--- src/hw/rtl/gbi_pkg.sv ---
// Shared types, constants and helper functions of the grid bilinear interpolator.
package gbi_pkg;

  localparam int X_POINTS  = 256;
  localparam int KT_POINTS = 256;
  localparam int XAW       = $clog2(X_POINTS);
  localparam int KAW       = $clog2(KT_POINTS);
  localparam int NAW       = $clog2(X_POINTS * KT_POINTS);
  localparam int WFRAC     = 30;
  localparam int DIV_W     = 41;
  localparam int CNT_W     = 9;

  typedef enum logic [1:0] {
    MODE_LOAD_X    = 2'd0,
    MODE_LOAD_KT   = 2'd1,
    MODE_LOAD_NODE = 2'd2,
    MODE_QUERY     = 2'd3
  } mode_t;

  typedef enum logic [1:0] {
    STAT_INTERP = 2'd0,
    STAT_EXACT  = 2'd1,
    STAT_RANGE  = 2'd2,
    STAT_LOAD   = 2'd3
  } status_t;

  typedef enum logic {
    CFG_X_USED  = 1'b0,
    CFG_KT_USED = 1'b1
  } cfg_reg_t;

  typedef enum logic [4:0] {
    S_IDLE, S_RD0, S_RD1, S_CHK, S_SP, S_SC, S_BR0, S_BR1, S_BR2, S_NEX,
    S_N0, S_N1, S_N2, S_N3, S_DIVX, S_DIVK, S_BL0, S_BL1, S_BL2, S_BL3,
    S_BL4, S_BL5, S_BL6, S_FIN
  } state_t;

  typedef struct packed {
    logic [1:0]         mode;
    logic [7:0]         x_index;
    logic [7:0]         kt_index;
    logic [39:0]        x_coord;
    logic [31:0]        kt_coord;
    logic signed [31:0] node_value;
  } in_item_t;

  typedef struct packed {
    logic [30:0] result_value;
    logic [1:0]  status;
  } out_item_t;

  // Last used axis index: the register clamped into [2, lim], minus one.
  function automatic logic [31:0] used_last(logic [CNT_W-1:0] r, int lim);
    logic [31:0] n;
    n = 32'(r);
    if (n < 32'd2) n = 32'd2;
    else if (n > 32'(lim)) n = 32'(lim);
    return n - 32'd1;
  endfunction

  // Clamp a signed 16.16 value at zero.
  function automatic logic [30:0] clamp_val(logic signed [31:0] v);
    return v[31] ? 31'd0 : v[30:0];
  endfunction

endpackage

--- src/hw/rtl/gbi_blend.sv ---
// Two-stage linear blend a + round((b - a) * w / 2^30), halves rounded away from zero.
module gbi_blend (
  input  logic                      clk,
  input  logic signed [31:0]        a,
  input  logic signed [31:0]        b,
  input  logic [gbi_pkg::WFRAC:0]   w,
  output logic signed [31:0]        res_r
);
  import gbi_pkg::*;

  logic signed [32:0] d;
  logic [32:0]        m;
  logic [63:0]        prod_r;
  logic               neg_r;
  logic signed [31:0] a_r;
  logic [63:0]        rounded;
  logic [33:0]        qv;
  logic signed [33:0] sum;

  assign d = 33'(b) - 33'(a);
  assign m = d[32] ? 33'(-d) : d;

  assign rounded = prod_r + (64'd1 << (WFRAC - 1));
  assign qv      = 34'(rounded >> WFRAC);
  assign sum     = neg_r ? 34'(a_r) - signed'(qv) : 34'(a_r) + signed'(qv);

  always_ff @(posedge clk) begin
    prod_r <= 64'(m) * 64'(w);
    neg_r  <= d[32];
    a_r    <= a;
    res_r  <= sum[31:0];
  end

endmodule

--- config.mk ---
export PLATFORM = sky130hd
export DESIGN_NAME = gbi_blend
export DESIGN_NICKNAME = d
export VERILOG_FILES = /design/src/hw/rtl/gbi_pkg.sv /design/src/hw/rtl/gbi_blend.sv
export SDC_FILE = /design/constraint.sdc
export NUM_CORES = 2
export LEC_CHECK = 0
export ABC_AREA = 1
export BUFFER_PORTS_ARGS = -buffer_cell sky130_fd_sc_hd__buf_2
export CAP_MARGIN = 20
export CORE_MARGIN = 2
export CORE_UTILIZATION = 28
export CTS_BUF_LIST = sky130_fd_sc_hd__clkbuf_4 sky130_fd_sc_hd__clkbuf_8 sky130_fd_sc_hd__clkbuf_16
export DETAILED_ROUTE_END_ITERATION = 8
export SLEW_MARGIN = 10
export SYNTH_ARGS = -nofsm -noshare
export SYNTH_HDL_FRONTEND = slang
export SYNTH_SLANG_ARGS = --single-unit
--- constraint.sdc ---
create_clock -name clk -period 19.3 [get_ports clk]
set_input_delay 0.965 -clock clk [delete_from_list [all_inputs] [get_ports clk]]
set_output_delay 0.965 -clock clk [all_outputs]
set_load 0.02 [all_outputs]
---- After elaboration in Yosys (flattened, before gate mapping) ----
Cells that the tools add are included.
word-level totals
  word-level logic and storage cells ...... 12
  input bits .............................. 96
  register bits ........................... 127
  output and inout port bits .............. 32
operators by class
  multiplexer cells ....................... 2
  $mul .................................... 1
  $add $sub $neg .......................... 5
operators by type and width
  kind                                                              number
  62-bit by 30-bit adder with 62-bit output, second input constant  1
  33-bit by 31-bit multiplier with 62-bit output                    1
  33-bit 2-to-1 mux                                                 1
  33-bit negator                                                    1
  32-bit by 32-bit subtractor with 33-bit output                    1
  32-bit adder                                                      1
  32-bit 2-to-1 mux                                                 1
  32-bit subtractor                                                 1

---- Depth between registers and ports, before layout ----
  depth in word-level cells ............... 4
  mapped depth ............................ 57

---- Worst setup path before layout ----
OpenSTA, ideal clock, no wires.
  kind .................................... input -> register
  from .................................... input b[0]
  to ...................................... register prod_r[53]
  stages .................................. 49
  slack ................................... 10009 ps
  library setup time ...................... 72 ps
  arrival ................................. 9218 ps
  buffers on the path ..................... 3
  cell sequence ........................... inv_1 > ha_1 > fa_1 > inv_1 > nand3_1 > nand2_2 > nand2_1 > nand2_1 > nand2_1 > nand2_2 > nand4_1 > nand2_1 > nand2_1 > nand2_2 > inv_2 > buf_4 > buf_2 > nand3_1 > [... 13 more ...] > fa_1 > inv_1 > fa_1 > inv_1 > fa_1 > inv_1 > ha_1 > a21oi_1 > o21a_1 > inv_1 > a21oi_1 > o31ai_1 > a31oi_1 > nand2_1 > nand3_1 > nand2_1 > a21oi_1 > xnor2_1
on the way
  cells in the longest elaborated chain, start to end .. 4
ends and longest elaborated chain
  element                                             RTL line         source
  from (decl)                                         gbi_blend.sv:5   input logic signed [31:0] b,
  32-bit by 32-bit subtractor with 33-bit output (*)  gbi_blend.sv:20  assign d = 33'(b) - 33'(a);
  33-bit negator                                      gbi_blend.sv:21  assign m = d[32] ? 33'(-d) : d;
  33-bit 2-to-1 mux (*)                               gbi_blend.sv:21
  33-bit by 31-bit multiplier with 62-bit output (*)  gbi_blend.sv:28  prod_r <= 64'(m) * 64'(w);
  to (signal assigned)                                gbi_blend.sv:28
  to (decl)                                           gbi_blend.sv:13  logic [63:0] prod_r;
Every way passes the cells marked *; elsewhere a longest branch is shown, timed or not.

---- Worst setup path after layout ----
  from .................................... input a[0]
  to ...................................... register prod_r[61]
on the way
  cells in the longest elaborated chain, start to end .. 4
ends and longest elaborated chain
  element                                             RTL line         source
  from (decl)                                         gbi_blend.sv:4   input logic signed [31:0] a,
  32-bit by 32-bit subtractor with 33-bit output (*)  gbi_blend.sv:20
  33-bit negator                                      gbi_blend.sv:21
  33-bit 2-to-1 mux (*)                               gbi_blend.sv:21
  33-bit by 31-bit multiplier with 62-bit output (*)  gbi_blend.sv:28
Marks and branches as above.

==> flow_summary.toml <==
[drt]
drt-total-wl_mm = 141
antenna_left = 0
firstDrtPassIters = 6
wl_per_cell_um = 20.0
drt-vias-per-instance = 4.83
drtIter0Drc = 2418
num_vias = 34000
drc = 0

[synth]
syn-num-nets = 6432
ys_ff_latch = 98
yosysMostFrequentCell = "inv_1"
yosys_warnings = 0
async_flop_share_pct = 0
yosysTopAreaCell = "fa_1"
yosys-top-cells-count = "inv_1 (1,233), nand2_1 (1,066), fa_1 (895)"
synth_edf_count = 0
netlist_instances = 5136
synth.top_cell.area_share_pct = 44.7
synth_area_um2 = 40100
yosysSeqAreaShare_pct = 4.89
synth_area_per_cell_um2 = 7.81
synth_top_flop_cell = "dfxtp_1"
synth_area_leaders = "fa_1 (45%), inv_1 (12%), nand2_1 (10%)"
synth_cell_type_count = 61

[clocking]
ctsHoldBuffers = 0
cts_htree_levels = 3
cts.sinks = 98
cts.clk_slew.worst_paths_ns = 0.07
cts_tree = "yes"
cts_buffers = 9
clockRootBuffer = "clkbuf_16"
postCtsSetupBuffers = 0
cts-resized-gates = 0
clockBufferDepth = 2
clk_latency_ns = 0.38

[critical_path]
required_ns = 19.58
reg2regPathDepth = 23
startpoint_type = "input port"
r2r_end = "res_r[29]"
r2r-start = "prod_r[29]"
cpMostUsedCell = "nand2_1"
worst_setup_path_end_kind = "flop"
path_class = "input port to flop"
worst_ep_arrival_time_ns = 11.71
slowest_delay_ns = 0.72
critical_path.slowest_cell = "inv_1"
cp_max_fo = 31
ff2ff_setup_slack_ns = 14.15
critPathLaunch = "a[0]"

[timing]
skew_ns = 0.0115
layout_worst_path_cycle_share_pct = 59.2
setup_ws_ns = 7.87
setup_viol = 0
max_freq_mhz = 87.5
setup_tns_ns = 0
rsz0062_at_grt = "false"
hold_violations = 0
worst_slew_pin_slew_ns = 1.15
drv_slew = 0
maxSlewHeadroom_pct = 23.0
period_needed_ns = 11.43

[global_route]
antenna_found_initial = 3
gr-total-overflow = 0
grt_usage_pct = 19.3
grt_max_degree = 33
grt_pass1_vias = 35600
grt_first_pass_wirelength_mm = 213

[die]
coreArea_um2 = 142000
die_h_um = 383
die_width_um = 383
initial_core_util_pct = 28.3
num_rows = 138
ios = 128
die_area_um2 = 146000

[finish]
syn_to_final_growth_pct = 7.36
fin_util_pct = 30.4
final_cells = 7042
diodes = 0
layout.nets = 6444
layout-drive-gt1-share_pct = 5.30

[placement]
gp_congestion = 0.963
pre_cts_ws_ns = 7.61
io_buffers = 127
dp.cells = 7027
hpwlAfterDp_mm = 114

[run_status]
status = "finished clean"

[run]
drv_cap = 0

[min_path]
whs_endpoint = "res_r[0]"
hp-start = "a_r[0]"
hold_class = "flop to flop"
hold_path_depth = 3
-- worst max-delay path: cells and delay by family --
family / cells / cell delay, ns
compound gates: 2 / 0.63
fa+ha+maj: 11 / 5.09
buf+inv: 13 / 2.23
simple gates: 22 / 2.72
-- cells in the final DEF, fill, tap and decap left out, types with 4 or more instances in the layout --
master / count
o21ai_0: 97
buf_2: 127
nor2_2: 7
o21a_1: 6
o21ai_1: 7
nand4_1: 35
nand2_1: 1066
dfxtp_1: 98
inv_1: 1233
nor2_4: 13
nand3_1: 104
xnor2_1: 49
clkbuf_16: 9
xor2_1: 84
inv_2: 12
o21bai_1: 9
nand2_4: 4
a21o_1: 10
nor3_1: 26
a21boi_0: 5
o31ai_1: 6
a31oi_1: 13
fa_1: 895
nor4_1: 13
clkinv_1: 7
nor2_1: 609
a21oi_1: 175
ha_1: 305
nand2_2: 26
buf_4: 45
nand3b_1: 9
-- cells by family (layout without fill, tap and decap cells) --
group	after synthesis	count (layout)	share of synthesized area, %
AO/OA/AOI/OAI	346	346	4.74
adder cells (fa/ha/maj)	1200	1200	54.2
XOR/XNOR	135	135	3.01
buffers and inverters	1428	1444	13.6
flip-flops	98	98	4.89
AND/OR/NAND/NOR	1929	1929	19.6
-- metal layers --
layer	global-route usage, %	up-vias	part of all wire (%)
li1	-	15000	-
met1	24.6	17000	39
met2	31.4	1557	46
met3	3.49	399	8.6
met4	9.14	6	5.8
met5	0	-	0.051
-- area by class of cell --
| class | instances | area, um^2 |
|---|---|---|
| Timing Repair Buffer | 174 | 1020 |
| Multi-Input combinational cell | 3610 | 32700 |
| Clock inverter | 4 | 76.3 |
| Sequential cell | 98 | 1960 |
| Tap cell | 1890 | 2360 |
| Fill cell | 15400 | 98900 |
| Clock buffer | 11 | 246 |
| Inverter | 1255 | 4720 |
-- through the flow --
stage | hold WS [ns] | area, um^2
final | 0.536 | 43100
after floorplan | 0.508 | 40100
after detailed placement | 0.525 | 42800
after global placement | 0.537 | 42700
after global routing | 0.576 | 43100
after CTS | 0.542 | 43100
-- worst max-delay path by stage --
stage	endpoint	cells past startpoint	slack [ns]
6_report	prod_r[61]	48	7.87
5_1_grt	prod_r[61]	48	7.31
4_1_cts	prod_r[61]	48	8.01
3_5_place_dp	prod_r[61]	48	7.61
3_3_place_gp	prod_r[61]	49	7.68
2_1_floorplan	prod_r[53]	49	10.01
-- state kept, by name, summed over array words and instances, names as in the netlist --
register	count
prod_r	33
a_r	32
res_r	32
neg_r	1
Power is not shown: default switching activity piles up to over one toggle a cycle in this logic, so the estimate is an artifact.
