==> config.mk <==
export PLATFORM = sky130hd
export DESIGN_NAME = gbi_div
export DESIGN_NICKNAME = d
export VERILOG_FILES = /design/src/hw/rtl/gbi_pkg.sv /design/src/hw/rtl/gbi_div.sv
export SDC_FILE = /design/constraint.sdc
export NUM_CORES = 1
export LEC_CHECK = 0
export BUFFER_PORTS_ARGS = -buffer_cell sky130_fd_sc_hd__clkbuf_2
export CORE_UTILIZATION = 60
export DETAILED_ROUTE_END_ITERATION = 12
export PLACE_DENSITY = 0.83
export RECOVER_POWER = 50
export REMOVE_ABC_BUFFERS = 1
export SYNTH_ARGS = -nofsm -noshare
export SYNTH_HDL_FRONTEND = slang
export SYNTH_SLANG_ARGS = --single-unit
==> constraint.sdc <==
create_clock -name clk -period 8.5 [get_ports clk]
set_input_delay 0 -clock clk [delete_from_list [all_inputs] [get_ports clk]]
set_output_delay 0 -clock clk [all_outputs]
set_load 0.02 [all_outputs]
==> src/hw/rtl/gbi_pkg.sv <==
// Shared types, constants and helper functions of the grid bilinear interpolator.
package gbi_pkg;

  localparam int X_POINTS  = 256;
  localparam int KT_POINTS = 256;
  localparam int XAW       = $clog2(X_POINTS);
  localparam int KAW       = $clog2(KT_POINTS);
  localparam int NAW       = $clog2(X_POINTS * KT_POINTS);
  localparam int WFRAC     = 30;
  localparam int DIV_W     = 41;
  localparam int CNT_W     = 9;

  typedef enum logic [1:0] {
    MODE_LOAD_X    = 2'd0,
    MODE_LOAD_KT   = 2'd1,
    MODE_LOAD_NODE = 2'd2,
    MODE_QUERY     = 2'd3
  } mode_t;

  typedef enum logic [1:0] {
    STAT_INTERP = 2'd0,
    STAT_EXACT  = 2'd1,
    STAT_RANGE  = 2'd2,
    STAT_LOAD   = 2'd3
  } status_t;

  typedef enum logic {
    CFG_X_USED  = 1'b0,
    CFG_KT_USED = 1'b1
  } cfg_reg_t;

  typedef enum logic [4:0] {
    S_IDLE, S_RD0, S_RD1, S_CHK, S_SP, S_SC, S_BR0, S_BR1, S_BR2, S_NEX,
    S_N0, S_N1, S_N2, S_N3, S_DIVX, S_DIVK, S_BL0, S_BL1, S_BL2, S_BL3,
    S_BL4, S_BL5, S_BL6, S_FIN
  } state_t;

  typedef struct packed {
    logic [1:0]         mode;
    logic [7:0]         x_index;
    logic [7:0]         kt_index;
    logic [39:0]        x_coord;
    logic [31:0]        kt_coord;
    logic signed [31:0] node_value;
  } in_item_t;

  typedef struct packed {
    logic [30:0] result_value;
    logic [1:0]  status;
  } out_item_t;

  // Last used axis index: the register clamped into [2, lim], minus one.
  function automatic logic [31:0] used_last(logic [CNT_W-1:0] r, int lim);
    logic [31:0] n;
    n = 32'(r);
    if (n < 32'd2) n = 32'd2;
    else if (n > 32'(lim)) n = 32'(lim);
    return n - 32'd1;
  endfunction

  // Clamp a signed 16.16 value at zero.
  function automatic logic [30:0] clamp_val(logic signed [31:0] v);
    return v[31] ? 31'd0 : v[30:0];
  endfunction

endpackage

==> src/hw/rtl/gbi_div.sv <==
// Restoring divider that forms a 1.30 bracket weight, one quotient bit per cycle.
module gbi_div (
  input  logic                              clk,
  input  logic                              rst_n,
  input  logic                              start,
  input  logic signed [gbi_pkg::DIV_W-1:0]  num,
  input  logic signed [gbi_pkg::DIV_W-1:0]  den,
  output logic [gbi_pkg::WFRAC:0]           q,
  output logic                              done
);
  import gbi_pkg::*;

  localparam int CW = $clog2(WFRAC);

  logic             busy_r;
  logic [CW-1:0]    cnt_r;
  logic [DIV_W-1:0] rem_r;
  logic [DIV_W-1:0] den_r;
  logic [WFRAC:0]   q_r;
  logic             done_r;
  logic [DIV_W-1:0] shifted;
  logic             ge;

  assign shifted = {rem_r[DIV_W-2:0], 1'b0};
  assign ge      = shifted >= den_r;

  always_ff @(posedge clk) begin
    if (!rst_n) begin
      busy_r <= 1'b0;
      done_r <= 1'b0;
    end else if (start) begin
      cnt_r <= CW'(WFRAC - 1);
      rem_r <= num;
      den_r <= den;
      priority if (den <= 0 || num <= 0) begin
        q_r    <= '0;
        done_r <= 1'b1;
      end else if (num >= den) begin
        q_r    <= (WFRAC+1)'(1) << WFRAC;
        done_r <= 1'b1;
      end else begin
        q_r    <= '0;
        busy_r <= 1'b1;
        done_r <= 1'b0;
      end
    end else if (busy_r) begin
      rem_r  <= ge ? shifted - den_r : shifted;
      q_r    <= {q_r[WFRAC-1:0], ge};
      cnt_r  <= cnt_r - 1'b1;
      busy_r <= cnt_r != '0;
      done_r <= cnt_r == '0;
    end else begin
      done_r <= 1'b0;
    end
  end

  assign q    = q_r;
  assign done = done_r;

endmodule

# Word-level counts from Yosys, hierarchy flattened
# Cells that the tools add are included.
dict set report op_classes {
  add_sub_neg 2
  n_lt_le_gt_ge 4
  eq_ne 2
  muxes 16
  reduce_logical 7
}
# op n
set ops {}
lappend ops {{$mux W31} 4}
lappend ops {{$mux W40} 3}
lappend ops {{$ge A41 B41 Y1} 2}
lappend ops {{$le A41 B1 Y1 const B} 2}
lappend ops {{$sub A40 B40 Y40} 1}
lappend ops {{$mux W1} 8}
lappend ops {{$reduce_and A2 Y1} 3}
lappend ops {{$logic_not A5 Y1} 1}
lappend ops {{$mux W5} 1}
lappend ops {{$reduce_bool A5 Y1} 1}
lappend ops {{$sub A5 B1 Y5 const B} 1}
lappend ops {{$ne A2 B2 Y1 const B} 2}
lappend ops {{$reduce_bool A2 Y1} 1}
lappend ops {{$logic_or A1 B1 Y1} 1}
dict set report word_totals {
  regBits 119
  input_bits 85
  out_inout_bits 32
  word_cells 37
}

# Longest topological paths before layout
dict set report logic_depth {
  depth_word 4
  mapped_depth 13
  ltp_nobuf 11
}

# Worst setup path before layout
# OpenSTA, ideal clock, no wires.
dict set report synth_timing {
  path_type {flip-flop to flip-flop}
  start {register rem_r[0]}
  end {register rem_r[36], data pin}
  setup_ns 0.271
  t_arrival_ns 2.868
  t_required_ns 8.229
  setup_slack_ns 5.361
  path_stages_with_launch 12
  path_buffers 0
  period_less_slack_ns 3.139
  path_cell_list {edfxtp_1 > inv_1 > fa_1 > nor2b_1 > o211ai_1 > a21o_1 > o311a_1 > a2111o_1 > a21oi_2 > o311ai_0 > a2111oi_0 > nor3b_1}
}
dict set report synth_between {
  elab_chain_len 4
  word_cells_on_any_way 5
  classes_between {add/sub: 1; order compare: 1; mux: 3}
}
# item line_no
set synth_lines {}
lappend synth_lines {{start, declared} gbi_div.sv:17} ;# logic [DIV_W-1:0] rem_r;
lappend synth_lines {{start signal, assigned} gbi_div.sv:33} ;# rem_r <= num;
lappend synth_lines {{start signal, assigned} gbi_div.sv:47} ;# rem_r <= ge ? shifted - den_r : shifted;
lappend synth_lines {{$sub A40 B40 Y40 / $ge A41 B41 Y1 (equally long branches)} {gbi_div.sv:47, gbi_div.sv:25}}
lappend synth_lines {{$mux W40 (*)} gbi_div.sv:47}
lappend synth_lines {{$mux W40 (*)} gbi_div.sv:46} ;# end else if (busy_r) begin
lappend synth_lines {{$mux W40 (*)} gbi_div.sv:31} ;# end else if (start) begin
# Mark *: on every way between the ends. The rest lies on a longest branch, timed or not. The select of a mux whose other input is x is not followed.
# A chain may end at the register's enable or synchronous reset.

# Worst setup path after layout
dict set report layout_timing {
  start {input port start}
  end {register busy_r}
}
dict set report layout_between {
  elab_chain_len 2
  word_cells_on_any_way 4
  classes_between {eq/ne: 2; mux: 1; reduce/logical: 1}
}
# item line_no
set layout_lines {}
lappend layout_lines {{start, declared} gbi_div.sv:5} ;# input logic start,
lappend layout_lines {{$ne A2 B2 Y1 (no line)} --}
lappend layout_lines {{$reduce_and A2 Y1 (no line)} --}
lappend layout_lines {{end signal, assigned} gbi_div.sv:29} ;# busy_r <= 1'b0;
lappend layout_lines {{end signal, assigned} gbi_div.sv:43} ;# busy_r <= 1'b1;
lappend layout_lines {{end signal, assigned} gbi_div.sv:50} ;# busy_r <= cnt_r != '0;
lappend layout_lines {{end, declared} gbi_div.sv:15} ;# logic busy_r;
# Several ways; a longest one is shown, not always the timed one.

==> summary.md <==
| Metric | Value |
|---|---|
| Status | finished with violations |
| Failing checks | max-capacitance violations, max-slew violations |
| Min cycle time layout | 4.97 ns |
| Fmax | 201 MHz |
| Most common cell on crit path | clkbuf_1 |
| Final hold vios | 0 |
| Largest net degree at the start of global routing | 77 |
| R2R depth | 11 |
| Vias in the first global route | 7964 |
| N_diodes | 0 |
| Die W | 121 um |
| Post-synth EDFFs | 117 |
| Post-Synthesis Cell Area | 8430 um^2 |
| Core region area | 13500 um^2 |
| Clk root buf | clkbuf_16 |
| CTS Buffer Depth | 2 |
| Slew HR | -1.35 |
| IO Pins | 117 |
| Post-synthesis instance total | 881 |
| H-tree depth | 4 |
| Worst path cell trace | clkbuf_2 > clkbuf_1 > clkinv_1 > clkbuf_1 > nor4_1 > o21ai_0 > a21boi_0 > dlygate4sd3_1 |
| WL/cell | 21.0 um |
| DP Wirelength | 16.4 mm |
| Total power | 1.92 mW |
| Most common cell after layout, fill and taps aside | edfxtp_1 |
| Post-Route WL | 26.4 mm |
| Actual slew at the worst max-slew pin | 3.52 ns |
| Ys async rst share | 0 |
| PortBufs | 116 |
| RSZ-0062 raised after global routing | no |
| Drc violations | 0 |
| Final ANT Viol Nets | 0 |
| DR iter-0 viols | 793 |
| Min-Delay Path Depth | 3 |
| Yosys cell types | 73 |
| Commonest non-fill, non-tap cells in the layout | edfxtp_1 (117), inv_1 (99), ha_1 (83), dlygate4sd3_1 (78), nand2_1 (76) |
| Skew final | 0.00997 ns |
| Nets | 1235 |
| Final setup viols | 0 |
| All-Layer GR Usage | 0.376 |
| Util after Layout | 0.770 |
| Reg2Reg Setup Slack | 4.41 ns |
| Leak pwr | 4.31 nW |
| Die height | 121 um |
| Fin crit share | 0.584 |
| Worst skew pair latency | 0.44 ns |
| Worst Path Arrival | 5.36 ns |
| Fill cell count | 943 |
| Area delta synth->final | 22.9% |
| Yosys warnings | 0 |
| Setup TNS | 0 ns |
| CTS clk-pin slew, worst paths | 0.06 ns |
| Initial antenna violation count | 0 |
| Register bit total from synthesis | 119 |
| Row count | 42 |
| Worst path max stage delay | 2.11 ns |
| Vias per cell | 6.33 |
| Reg area | 3550 um^2 |
| CTS buffer count | 17 |
| Pre-Repair DR Iteration Count | 6 |
| Worst setup path class | primary input to flip-flop |
| Startpoint types | primary input |
| CP endpoint kind | flip-flop |
| PD cells | 185 nW/um^2 |
| Via Count | 7939 |
| Hold Crit Class | primary input to flip-flop |
| Multi-input gate area | 4350 um^2 |
| First-pass GRT wire length | 40.9 mm |
| Share of layout cells above drive strength 1 | 0.0880 |
| Final Max Slew Viols | 247 |
| Die area | 14500 um^2 |
| Predominant post-synthesis flop cell | edfxtp_1 |
| Critical-path top delay cell | clkbuf_1 |
| CTS tree | yes |
| Initial Utilization | 0.626 |
| Max cap viols | 4 |
| DP Worst Slack | 4.56 ns |
| Cts repair resizes | 0 |
| Final WS setup | 3.53 ns |
| Total grt overflow | 0 |
| Post-CTS Setup Bufs | 0 |
| Peak supply drop | 0.170 mV |
| Syn avg cell area | 9.57 um^2 |
| GP Congestion | 0.933 |
| CTS Sinks | 119 |
| Crit-path max FO | 66 |
| WP data required | 8.89 ns |
| Sequential share of the synthesized area | 0.422 |
[stage by stage]
stage / std cells / cell area, um^2 / hold slack [ns]
after floorplan: 850 / 8280 / 0.0989
after global placement: 1145 / 9120 / 0.213
after detailed placement: 1145 / 9120 / 0.212
after CTS: 1255 / 10500 / 0.0124
after global routing: 1255 / 10400 / 0.0173
final: 1255 / 10400 / 0.00850
[sequential cells by signal, indices dropped and copies added (netlist names)]
signal / flops
rem_r: 40
cnt_r: 5
done: 1
q: 31
den_r: 41
busy_r: 1
[worst max-delay path: cells and delay by family]
kind | cells | cell delay, ns
AO/OA/AOI/OAI | 2 | 0.41
AND/OR/NAND/NOR | 1 | 0.73
buffers and inverters | 5 | 4.20
[metal layers]
metal,vias up,GRT usage,share of wire
met5,-,0,0
met4,0,0.191,0.048
met3,106,0.0967,0.093
met2,478,0.616,0.47
met1,3743,0.459,0.39
li1,3612,-,-
[path summary, 6_finish.rpt]
| check | startpoint | endpoint |
|---|---|---|
| max | start | busy_r$_SDFFE_PN0P_ |
| min reg2reg | q[12]$_SDFFCE_PP0P_ | q[13]$_SDFFCE_PP0P_ |
| min | num[7] | rem_r[7]$_DFFE_PP_ |
| max reg2reg | rem_r[22]$_DFFE_PP_ | rem_r[35]$_DFFE_PP_ |
[cell usage after synthesis, types with 4 or more instances]
cell | number | share of area
nor2b_1 | 39 | 0.029
a21o_1 | 27 | 0.024
nor2_1 | 52 | 0.023
and3_1 | 7 | 0.0052
or3_1 | 8 | 0.0059
a211o_1 | 4 | 0.0042
nand2_1 | 76 | 0.034
o31ai_1 | 6 | 0.0053
nor4_1 | 22 | 0.016
xnor2_1 | 21 | 0.022
clkbuf_1 | 17 | 0.0076
and2_1 | 8 | 0.0059
a211oi_1 | 8 | 0.0071
xor2_1 | 4 | 0.0042
buf_2 | 6 | 0.0036
nand3_1 | 10 | 0.0059
o211ai_1 | 7 | 0.0062
a31oi_1 | 20 | 0.015
ha_1 | 83 | 0.12
a21boi_0 | 6 | 0.0053
o21bai_1 | 6 | 0.0053
nand4_1 | 20 | 0.015
o21a_1 | 16 | 0.014
inv_1 | 100 | 0.045
edfxtp_1 | 117 | 0.42
o21ai_0 | 41 | 0.024
a2bb2oi_1 | 5 | 0.0052
a21oi_1 | 66 | 0.039
buf_1 | 4 | 0.0018
and4_1 | 4 | 0.0042
nor3_1 | 9 | 0.0053
[final cells by class]
| class | count | area share |
|---|---|---|
| Tap cell | 176 | 0.0213 |
| Inverter | 101 | 0.0366 |
| Timing Repair Buffer | 197 | 0.124 |
| Sequential cell | 119 | 0.343 |
| Clock inverter | 15 | 0.0138 |
| Clock buffer | 17 | 0.0411 |
| Multi-Input combinational cell | 630 | 0.420 |
[kinds of logic after synthesis]
logic type,synth area share
AND/OR/NAND/NOR,0.160
flip-flops,0.422
buffers and inverters,0.0619
adder cells (fa/ha/maj),0.126
multiplexers,0.00624
AO/OA/AOI/OAI,0.198
XOR/XNOR,0.0260
[timing repair]
item	CTS	global route
hold buffers	78	0
setup endpoints to repair	0	0
endpoints found under the hold margin	77	0
[power breakdown]
group	leakage, nW	internal, mW	switching [mW]
Clock	0.271	0.407	0.306
Combinational	2.92	0.197	0.293
Sequential	1.12	0.696	0.0183
Total	4.31	1.30	0.617
(Power assumes the default switching activity.)
